**config.mk**
```make
export PLATFORM = sky130hd
export DESIGN_NAME = versioned_tx_frame_decoder
export DESIGN_NICKNAME = d
export VERILOG_FILES = /design/src/hdl/vtfd_pkg.sv /design/src/hdl/vtfd_core.sv /design/src/hdl/vtfd_out_buf.sv /design/src/hdl/versioned_tx_frame_decoder.sv
export SDC_FILE = /design/constraint.sdc
export NUM_CORES = 2
export LEC_CHECK = 0
export BUFFER_PORTS_ARGS = -buffer_cell sky130_fd_sc_hd__buf_2
export CAP_MARGIN = 20
export CORE_UTILIZATION = 39
export CTS_CLUSTER_SIZE = 14
export DETAILED_ROUTE_END_ITERATION = 8
export PLACE_DENSITY = 0.65
export SETUP_SLACK_MARGIN = 0.5
export SYNTH_ARGS = -nofsm -noshare
export SYNTH_HDL_FRONTEND = slang
export SYNTH_SLANG_ARGS = --single-unit
```
**constraint.sdc**
```tcl
create_clock -name i_clk -period 27.5 [get_ports i_clk]
set_input_delay 2.75 -clock i_clk [delete_from_list [all_inputs] [get_ports i_clk]]
set_output_delay 2.75 -clock i_clk [all_outputs]
set_load 0.05 [all_outputs]
```
**src/hdl/vtfd_pkg.sv**
```systemverilog
// Shared constants, codes and result types for the transaction frame decoder.
package vtfd_pkg;

    localparam int LEN_BITS = 20;
    localparam int CFG_BITS = 32;
    localparam int IN_TDATA_BITS = ((8 + LEN_BITS + 7) / 8) * 8;
    localparam int OUT_TDATA_BITS = 432;

    localparam logic [CFG_BITS-1:0] MAX_PAYLOAD_RESET = 32'd65536;

    // header layout offsets
    localparam int OFS_NONCE = 4;
    localparam int OFS_FEE = 12;
    localparam int OFS_V1_LEN = 20;
    localparam int OFS_PRIO = 20;
    localparam int OFS_LIMIT = 28;
    localparam int OFS_PRICE = 36;
    localparam int OFS_V2_LEN = 44;
    localparam int OFS_LONG_END = 48;

    localparam int PAY_OFS_V1 = 24;
    localparam int PAY_OFS_SHORT = 32;
    localparam int PAY_OFS_LONG = 48;

    localparam int DEC_V1 = 23;
    localparam int DEC_SHORT = 31;
    localparam int DEC_LONG = 47;

    localparam logic [31:0] VER_V2 = 32'd2;

    typedef enum logic [1:0] {
        ST_OK        = 2'd0,
        ST_SHORT     = 2'd1,
        ST_TOO_LARGE = 2'd2,
        ST_MISMATCH  = 2'd3
    } t_status;

    typedef enum logic {
        KIND_PAYLOAD = 1'b0,
        KIND_SUMMARY = 1'b1
    } t_kind;

    typedef struct packed {
        t_status     status;
        logic [31:0] version;
        logic [63:0] nonce;
        logic [63:0] fee;
        logic [63:0] max_fee;
        logic [63:0] prio;
        logic [63:0] limit;
        logic [63:0] price;
    } t_summary;

    // results caused by one byte: an optional payload byte, an optional summary
    typedef struct packed {
        logic     pay_v;
        logic [7:0] pay_byte;
        logic     sum_v;
        t_summary summary;
    } t_bundle;

    typedef struct packed {
        t_kind      kind;
        logic [7:0] payload_byte;
        t_summary   summary;
        logic       last;
    } t_result;

endpackage

```
**src/hdl/vtfd_core.sv**
```systemverilog
// Header capture, layout decision and frame checks for one byte per cycle while i_step is high.
module vtfd_core
    import vtfd_pkg::*;
(
    input  logic                i_clk,
    input  logic                i_rst_n,
    input  logic                i_cfg_we,
    input  logic [CFG_BITS-1:0] i_cfg_wdata,
    input  logic                i_step,
    input  logic [7:0]          i_byte,
    input  logic [LEN_BITS-1:0] i_len,
    output t_bundle             o_bundle
);

    typedef struct packed {
        t_status status;
        logic    is_short;
    } t_check;

    logic [CFG_BITS-1:0] r_max_payload;
    logic [LEN_BITS-1:0] r_offset, n_offset;
    logic [31:0]         r_version, n_version;
    logic [63:0]         r_nonce, n_nonce;
    logic [63:0]         r_fee, n_fee;
    logic [63:0]         r_prio, n_prio;
    logic [63:0]         r_limit, n_limit;
    logic [63:0]         r_price, n_price;
    logic [31:0]         r_length, n_length;
    logic                r_short, n_short;
    logic                r_hv, n_hv;

    logic [LEN_BITS:0]   w_next_off;
    logic                w_end;
    logic                w_v2;
    logic [2:0]          w_lane8;
    logic [1:0]          w_lane4;
    t_check              w_chk;

    function automatic t_check check_frame(
        input logic [LEN_BITS-1:0] len,
        input logic [31:0]         version,
        input logic [31:0]         limit_lo,
        input logic [31:0]         length,
        input logic [CFG_BITS-1:0] max_pay
    );
        t_check      c;
        logic [31:0] plen;
        logic [5:0]  off;
        logic        fail;
        c.status   = ST_OK;
        c.is_short = 1'b0;
        plen       = length;
        off        = 6'(PAY_OFS_V1);
        fail       = 1'b0;
        if (len < LEN_BITS'(PAY_OFS_V1)) begin
            fail = 1'b1;
        end else if (version >= VER_V2) begin
            if (len < LEN_BITS'(PAY_OFS_SHORT)) begin
                fail = 1'b1;
            end else if ((33'(limit_lo) + 33'(PAY_OFS_SHORT)) == 33'(len)) begin
                c.is_short = 1'b1;
                plen       = limit_lo;
                off        = 6'(PAY_OFS_SHORT);
            end else if (len < LEN_BITS'(PAY_OFS_LONG)) begin
                fail = 1'b1;
            end else begin
                off = 6'(PAY_OFS_LONG);
            end
        end
        if (fail) begin
            c.status   = ST_SHORT;
            c.is_short = 1'b0;
        end else if (plen > max_pay) begin
            c.status = ST_TOO_LARGE;
        end else if ((33'(plen) + 33'(off)) != 33'(len)) begin
            c.status = ST_MISMATCH;
        end
        return c;
    endfunction

    assign w_next_off = {1'b0, r_offset} + 1'b1;
    assign w_end      = w_next_off >= {1'b0, i_len};
    assign w_lane8    = r_offset[2:0] - 3'd4;
    assign w_lane4    = r_offset[1:0];

    // capture header bytes into the little-endian words
    always_comb begin
        n_version = r_version;
        n_nonce   = r_nonce;
        n_fee     = r_fee;
        n_prio    = r_prio;
        n_limit   = r_limit;
        n_price   = r_price;
        n_length  = r_length;
        if (r_offset < LEN_BITS'(OFS_NONCE)) begin
            n_version[{r_offset[1:0], 3'b000} +: 8] = r_version[{r_offset[1:0], 3'b000} +: 8]
                                                    | i_byte;
        end else if (r_offset < LEN_BITS'(OFS_FEE)) begin
            n_nonce[{w_lane8, 3'b000} +: 8] = r_nonce[{w_lane8, 3'b000} +: 8] | i_byte;
        end else if (r_offset < LEN_BITS'(OFS_V1_LEN)) begin
            n_fee[{w_lane8, 3'b000} +: 8] = r_fee[{w_lane8, 3'b000} +: 8] | i_byte;
        end
        if (r_offset >= LEN_BITS'(OFS_PRIO)) begin
            if (r_version < VER_V2) begin
                if (r_offset < LEN_BITS'(PAY_OFS_V1)) begin
                    n_length[{w_lane4, 3'b000} +: 8] = r_length[{w_lane4, 3'b000} +: 8]
                                                     | i_byte;
                end
            end else begin
                if (r_offset < LEN_BITS'(OFS_LIMIT)) begin
                    n_prio[{w_lane8, 3'b000} +: 8] = r_prio[{w_lane8, 3'b000} +: 8] | i_byte;
                end else if (!r_short) begin
                    if (r_offset < LEN_BITS'(OFS_PRICE)) begin
                        n_limit[{w_lane8, 3'b000} +: 8] = r_limit[{w_lane8, 3'b000} +: 8]
                                                        | i_byte;
                    end else if (r_offset < LEN_BITS'(OFS_V2_LEN)) begin
                        n_price[{w_lane8, 3'b000} +: 8] = r_price[{w_lane8, 3'b000} +: 8]
                                                        | i_byte;
                    end else if (r_offset < LEN_BITS'(OFS_LONG_END)) begin
                        n_length[{w_lane4, 3'b000} +: 8] = r_length[{w_lane4, 3'b000} +: 8]
                                                         | i_byte;
                    end
                end
            end
        end
    end

    assign w_v2  = n_version >= VER_V2;
    assign w_chk = check_frame(i_len, n_version, n_limit[31:0], n_length, r_max_payload);

    // layout decision and next offset
    always_comb begin
        n_short  = r_short;
        n_hv     = r_hv;
        n_offset = w_next_off[LEN_BITS-1:0];
        if (!w_v2 && r_offset == LEN_BITS'(DEC_V1)) begin
            n_hv = (w_chk.status == ST_OK);
        end else if (w_v2 && r_offset == LEN_BITS'(DEC_SHORT)) begin
            n_short = (33'(n_limit[31:0]) + 33'(PAY_OFS_SHORT)) == 33'(i_len);
            if (n_short) begin
                n_hv = (w_chk.status == ST_OK);
            end
        end else if (w_v2 && r_offset == LEN_BITS'(DEC_LONG) && !r_short) begin
            n_hv = (w_chk.status == ST_OK);
        end
        if (w_end) begin
            n_offset = '0;
            n_short  = 1'b0;
            n_hv     = 1'b0;
        end
    end

    always_comb begin
        o_bundle          = '0;
        o_bundle.pay_v    = r_hv;
        o_bundle.pay_byte = i_byte;
        o_bundle.sum_v    = w_end;
        o_bundle.summary.status = w_chk.status;
        if (w_chk.status == ST_OK) begin
            o_bundle.summary.version = n_version;
            o_bundle.summary.nonce   = n_nonce;
            o_bundle.summary.fee     = n_fee;
            if (w_v2) begin
                o_bundle.summary.max_fee = n_fee;
                o_bundle.summary.prio    = n_prio;
                if (!w_chk.is_short) begin
                    o_bundle.summary.limit = n_limit;
                    o_bundle.summary.price = n_price;
                end
            end
        end
    end

    always_ff @(posedge i_clk) begin
        if (!i_rst_n) begin
            r_max_payload <= MAX_PAYLOAD_RESET;
        end else if (i_cfg_we) begin
            r_max_payload <= i_cfg_wdata;
        end
    end

    always_ff @(posedge i_clk) begin
        if (!i_rst_n) begin
            r_offset  <= '0;
            r_version <= '0;
            r_nonce   <= '0;
            r_fee     <= '0;
            r_prio    <= '0;
            r_limit   <= '0;
            r_price   <= '0;
            r_length  <= '0;
            r_short   <= 1'b0;
            r_hv      <= 1'b0;
        end else if (i_step) begin
            r_offset <= n_offset;
            r_short  <= n_short;
            r_hv     <= n_hv;
            if (w_end) begin
                // clear the header words for the next frame
                r_version <= '0;
                r_nonce   <= '0;
                r_fee     <= '0;
                r_prio    <= '0;
                r_limit   <= '0;
                r_price   <= '0;
                r_length  <= '0;
            end else begin
                r_version <= n_version;
                r_nonce   <= n_nonce;
                r_fee     <= n_fee;
                r_prio    <= n_prio;
                r_limit   <= n_limit;
                r_price   <= n_price;
                r_length  <= n_length;
            end
        end
    end

endmodule

```
**src/hdl/vtfd_out_buf.sv**
```systemverilog
// Result register: holds the results of one byte and hands them out in order.
module vtfd_out_buf
    import vtfd_pkg::*;
(
    input  logic    i_clk,
    input  logic    i_rst_n,
    input  logic    i_load,
    input  t_bundle i_bundle,
    input  logic    i_out_ready,
    output logic    o_can_load,
    output logic    o_valid,
    output t_result o_result
);

    logic       r_pay_v, n_pay_v;
    logic       r_sum_v, n_sum_v;
    logic [7:0] r_pay_byte;
    t_summary   r_summary;
    logic       w_pop;

    assign o_valid    = r_pay_v || r_sum_v;
    assign w_pop      = o_valid && i_out_ready;
    // room when empty, or when the single pending result leaves this cycle
    assign o_can_load = !o_valid || (w_pop && (r_pay_v ^ r_sum_v));

    always_comb begin
        o_result = '0;
        if (r_pay_v) begin
            o_result.kind         = KIND_PAYLOAD;
            o_result.payload_byte = r_pay_byte;
            o_result.last         = !r_sum_v;
        end else begin
            o_result.kind    = KIND_SUMMARY;
            o_result.summary = r_summary;
            o_result.last    = 1'b1;
        end
    end

    always_comb begin
        n_pay_v = r_pay_v;
        n_sum_v = r_sum_v;
        if (i_load) begin
            n_pay_v = i_bundle.pay_v;
            n_sum_v = i_bundle.sum_v;
        end else if (w_pop) begin
            // drop the payload result first, then the summary
            if (r_pay_v) begin
                n_pay_v = 1'b0;
            end else begin
                n_sum_v = 1'b0;
            end
        end
    end

    always_ff @(posedge i_clk) begin
        if (!i_rst_n) begin
            r_pay_v <= 1'b0;
            r_sum_v <= 1'b0;
        end else begin
            r_pay_v <= n_pay_v;
            r_sum_v <= n_sum_v;
        end
    end

    always_ff @(posedge i_clk) begin
        if (i_load) begin
            r_pay_byte <= i_bundle.pay_byte;
            r_summary  <= i_bundle.summary;
        end
    end

endmodule

```
**src/hdl/versioned_tx_frame_decoder.sv**
```systemverilog
// Versioned transaction frame decoder: input register, decode core, result register.
// Throughput: one byte per cycle when the output is ready, set by the single decode pass;
// a byte that ends a frame while emitting payload yields two results and can stall the input.
// Reset (i_rst_n low, synchronous) empties both registers, clears the frame state
// and sets the payload limit to 65536.
module versioned_tx_frame_decoder
    import vtfd_pkg::*;
(
    input  logic                      i_clk,
    input  logic                      i_rst_n,
    input  logic                      i_cfg_we,
    input  logic [CFG_BITS-1:0]       i_cfg_wdata,
    input  logic                      s_axis_tvalid,
    output logic                      s_axis_tready,
    // data_byte [7:0], frame_length [27:8], zero [31:28]
    input  logic [IN_TDATA_BITS-1:0]  s_axis_tdata,
    output logic                      m_axis_tvalid,
    input  logic                      m_axis_tready,
    // payload_byte, status, version, nonce, fee, max fee, priority_fee,
    // compute limit, compute price, zero pad
    output logic [OUT_TDATA_BITS-1:0] m_axis_tdata,
    // kind
    output logic                      m_axis_tuser,
    output logic                      m_axis_tlast
);

    logic                r_in_valid;
    logic [7:0]          r_in_byte;
    logic [LEN_BITS-1:0] r_in_len;
    t_bundle             w_bundle;
    logic                w_has_result;
    logic                w_can_load;
    logic                w_step;
    logic                w_in_accept;
    t_result             w_result;

    assign w_has_result  = w_bundle.pay_v || w_bundle.sum_v;
    assign w_step        = r_in_valid && (!w_has_result || w_can_load);
    assign s_axis_tready = !r_in_valid || w_step;
    assign w_in_accept   = s_axis_tvalid && s_axis_tready;

    always_ff @(posedge i_clk) begin
        if (!i_rst_n) begin
            r_in_valid <= 1'b0;
        end else if (w_in_accept) begin
            r_in_valid <= 1'b1;
        end else if (w_step) begin
            r_in_valid <= 1'b0;
        end
    end

    always_ff @(posedge i_clk) begin
        if (w_in_accept) begin
            r_in_byte <= s_axis_tdata[7:0];
            r_in_len  <= s_axis_tdata[8 +: LEN_BITS];
        end
    end

    vtfd_core u_core (
        .i_clk       (i_clk),
        .i_rst_n     (i_rst_n),
        .i_cfg_we    (i_cfg_we),
        .i_cfg_wdata (i_cfg_wdata),
        .i_step      (w_step),
        .i_byte      (r_in_byte),
        .i_len       (r_in_len),
        .o_bundle    (w_bundle)
    );

    vtfd_out_buf u_out_buf (
        .i_clk       (i_clk),
        .i_rst_n     (i_rst_n),
        .i_load      (w_step && w_has_result),
        .i_bundle    (w_bundle),
        .i_out_ready (m_axis_tready),
        .o_can_load  (w_can_load),
        .o_valid     (m_axis_tvalid),
        .o_result    (w_result)
    );

    assign m_axis_tuser = w_result.kind;
    assign m_axis_tlast = w_result.last;
    assign m_axis_tdata = {6'b0,
                           w_result.summary.price,
                           w_result.summary.limit,
                           w_result.summary.prio,
                           w_result.summary.max_fee,
                           w_result.summary.fee,
                           w_result.summary.nonce,
                           w_result.summary.version,
                           w_result.summary.status,
                           w_result.payload_byte};

endmodule

```
==> impl_metrics.json <==
{
  "layout-drive-gt1-share": 0.155,
  "synth_ff_type": "edfxtp_1",
  "hp-start": "u_core.r_limit[40]$_SDFFE_PN0P_",
  "fin_skew_ps": 76.7,
  "die-area_um2": 128000,
  "ctsHoldBuffers": 0,
  "final_util": 0.450,
  "clockBufferDepth": 3,
  "status": "finished, final reports clean",
  "worst_ep_required_time_ps": 27920,
  "fill_cells": 12200,
  "p_per_area_nw_per_um2": 52.5,
  "hold_class": "reg2reg",
  "gr-usage-met3": 0.0477,
  "cts_tree": "yes",
  "path_buf_inv": 8,
  "vias": 43300,
  "nets": 5851,
  "crit_cells": 37,
  "clkSlewWorstSetupHoldPaths_ps": 60,
  "yosysTopAreaCell": "edfxtp_1",
  "hold_depth": 2,
  "ant_nets": 0,
  "place.gp.congestion": 0.952,
  "synth_cell_type_count": 88,
  "synth_area_leaders": "edfxtp_1 (28%), dfxtp_1 (18%), nor2b_1 (11%)",
  "slew_headroom": 0.0165,
  "tightest_slew_ps": 1480,
  "synth_edf_count": 454,
  "finalCritPeriodShare": 0.487,
  "p_leak_nw": 18.0,
  "critical_path.top_delay_family": "simple AND/OR/NAND/NOR gates",
  "critPathCapture": "u_out_buf.r_summary[183]$_SDFFCE_PN0P_",
  "vias_per_cell": 5.81,
  "firstDrtPassIters": 7,
  "vdd_ir_drop_max_uv": 49.3,
  "fin_crit_ps": 13390,
  "rsz0062_at_grt": "no",
  "syn_area_um2": 49500,
  "cp_max_fo": 73,
  "r2r_end": "u_out_buf.r_summary[183]$_SDFFCE_PN0P_",
  "ys_seq_area_frac": 0.454,
  "clkLatencyLatePin_ps": 740,
  "grt_pass1_wl_um": 260000,
  "drt_wl_total_um": 180000,
  "hpwl_um": 123000,
  "worstPathArrival_ps": 13810,
  "critical_path_class": "reg2reg",
  "htreeDepth": 3,
  "io_buffers": 494,
  "reg2reg_slack_ps": 14110,
  "r2r_cells": 37,
  "ys_seq_elements": 895,
  "slowest_delay_ps": 850,
  "gr-total-overflow": 0,
  "numCtsBuffers": 101,
  "cp_slowest_cell": "dfxtp_4",
  "grt_max_degree": 224,
  "ys_warn_count": 0,
  "core_area_um2": 126000,
  "fp-row-count": 130,
  "worstSetupStartpointType": "flop",
  "clock-sinks": 895,
  "setup_viol": 0,
  "die_w_um": 358,
  "antenna_found_initial": 9,
  "critPathCaptureType": "flop",
  "ioPinCount": 505,
  "drv_slew": 0,
  "initial_core_util": 0.394,
  "synthArstFlopShare": 0,
  "grt_pass1_vias": 39400,
  "fin_tns_setup_ps": 0,
  "maxCapViolations": 0,
  "worstReg2RegStart": "u_core.r_offset[0]$_SDFFE_PN0P_",
  "crit_path_start": "u_core.r_offset[0]$_SDFFE_PN0P_",
  "dieHeight_um": 358,
  "syn_area_per_cell_um2": 9.08,
  "areaGrowthSynthToFinish_pct": 14.3,
  "cts_resized": 0,
  "wire_per_inst_um": 24.1,
  "track_usage": 0.270,
  "synth_cells": 5452,
  "yosysTopAreaCellShare": 0.276,
  "drc_errors": 0,
  "busiest_layer": "met2",
  "cts_setup_buffers": 0,
  "hold_violations": 0,
  "fmax_ghz": 0.0747,
  "grtUsageMet2": 0.418,
  "drt_iter0_drc": 4931,
  "met1_usage": 0.382,
  "clockRootBuffer": "clkbuf_16"
}
-- cell type report --
class | instances | area [µm²] | share of cell area
inverter | 81 | 304 | 0.00538
sequential | 895 | 22500 | 0.397
tap | 1650 | 2060 | 0.0365
clock buffer | 139 | 2790 | 0.0494
antenna | 3 | 7.51 | 0.000133
clock inverter | 50 | 520 | 0.00921
timing repair buffer | 583 | 3240 | 0.0573
multi-input combinational | 4055 | 25100 | 0.445
-- flip-flops by register name, summed over array words and instances (netlist names), 8 cells and up --
register              count
r_in_byte                 8
r_in_len                 20
u_core.r_fee             64
u_core.r_length          32
u_core.r_limit           64
u_core.r_max_payload     32
u_core.r_nonce           64
u_core.r_offset          20
u_core.r_price           64
u_core.r_prio            64
u_core.r_version         32
u_out_buf.r_pay_byte      8
u_out_buf.r_summary     418
-- placed cells by master (no fill, tap or decap), types with 83 or more instances in the layout --
master,count
nor2b_1,838
nor3_1,613
a21oi_1,553
buf_2,493
nor2_1,461
edfxtp_1,454
dfxtp_1,437
nand2_1,365
mux2i_1,199
a22oi_1,104
clkbuf_16,102
buf_4,83
-- stage by stage --
stage          total power [W]  area (µm²)  hold WS [ps]  setup WS [ps]  cells
5_1_grt                0.00305       56500           512          13540   7454
2_1_floorplan          0.00155       49500           424           2820   5457
6_report               0.00297       56500           486          14110   7456
4_1_cts                0.00298       56500           488          14380   7451
3_5_place_dp           0.00162       53200           479          14410   7262
3_3_place_gp           0.00162       53200           469          14440   7261
-- worst min path at each step --
stage | endpoint | slack (ps)
floorplan | u_out_buf.r_pay_byte[0]$_DFFE_PP_ | 420
global placement | u_core.r_limit[40]$_SDFFE_PN0P_ | 470
detailed placement | u_core.r_length[0]$_SDFFE_PN0P_ | 480
CTS | u_core.r_length[0]$_SDFFE_PN0P_ | 490
global route | u_core.r_length[0]$_SDFFE_PN0P_ | 510
finish | u_core.r_limit[40]$_SDFFE_PN0P_ | 490
-- routing by layer --
layer | wire (µm) | share of wire
met3 | 15500 | 0.086
met4 | 5250 | 0.029
met1 | 79000 | 0.44
met2 | 80200 | 0.45
met5 | 39 | 0.00022
-- cells by family after synthesis --
logic type,share of synthesized area
and+or+nand+nor,0.279
buffers and inverters,0.0401
DFF,0.454
AOI/OAI and AO/OA,0.118
other,0.0000758
muxes,0.0785
adders and majority gates,0.0166
xor gates and xnor gates,0.0130
-- cell usage after synthesis, drive strengths merged, types with 29 or more instances --
cell    number
dfxtp      441
buf         63
nor2b      839
nand3       69
a22oi      104
a21boi      41
nand4       46
ha          64
a21oi      554
and3        29
nor2       465
xnor2       51
edfxtp     454
and2        75
o21ai       89
inv         80
clkbuf     363
a211oi      47
mux2i      200
nor3       625
mux4        80
nor4        39
nand2      367
-- where the power goes --
part	switching [W]	total [W]	internal [W]	leakage [nW]
clock	0.000596	0.00137	0.000773	1.60
combinational	0.000138	0.000190	0.0000522	9.05
sequential	0.0000120	0.00141	0.00140	7.31
-- tightest hold or removal path, cell delays in order (launching register included) --
cell and delay (ps):
dfxtp_1 320, nand2_1 50, a21boi_0 70
(Power assumes the default switching activity.)
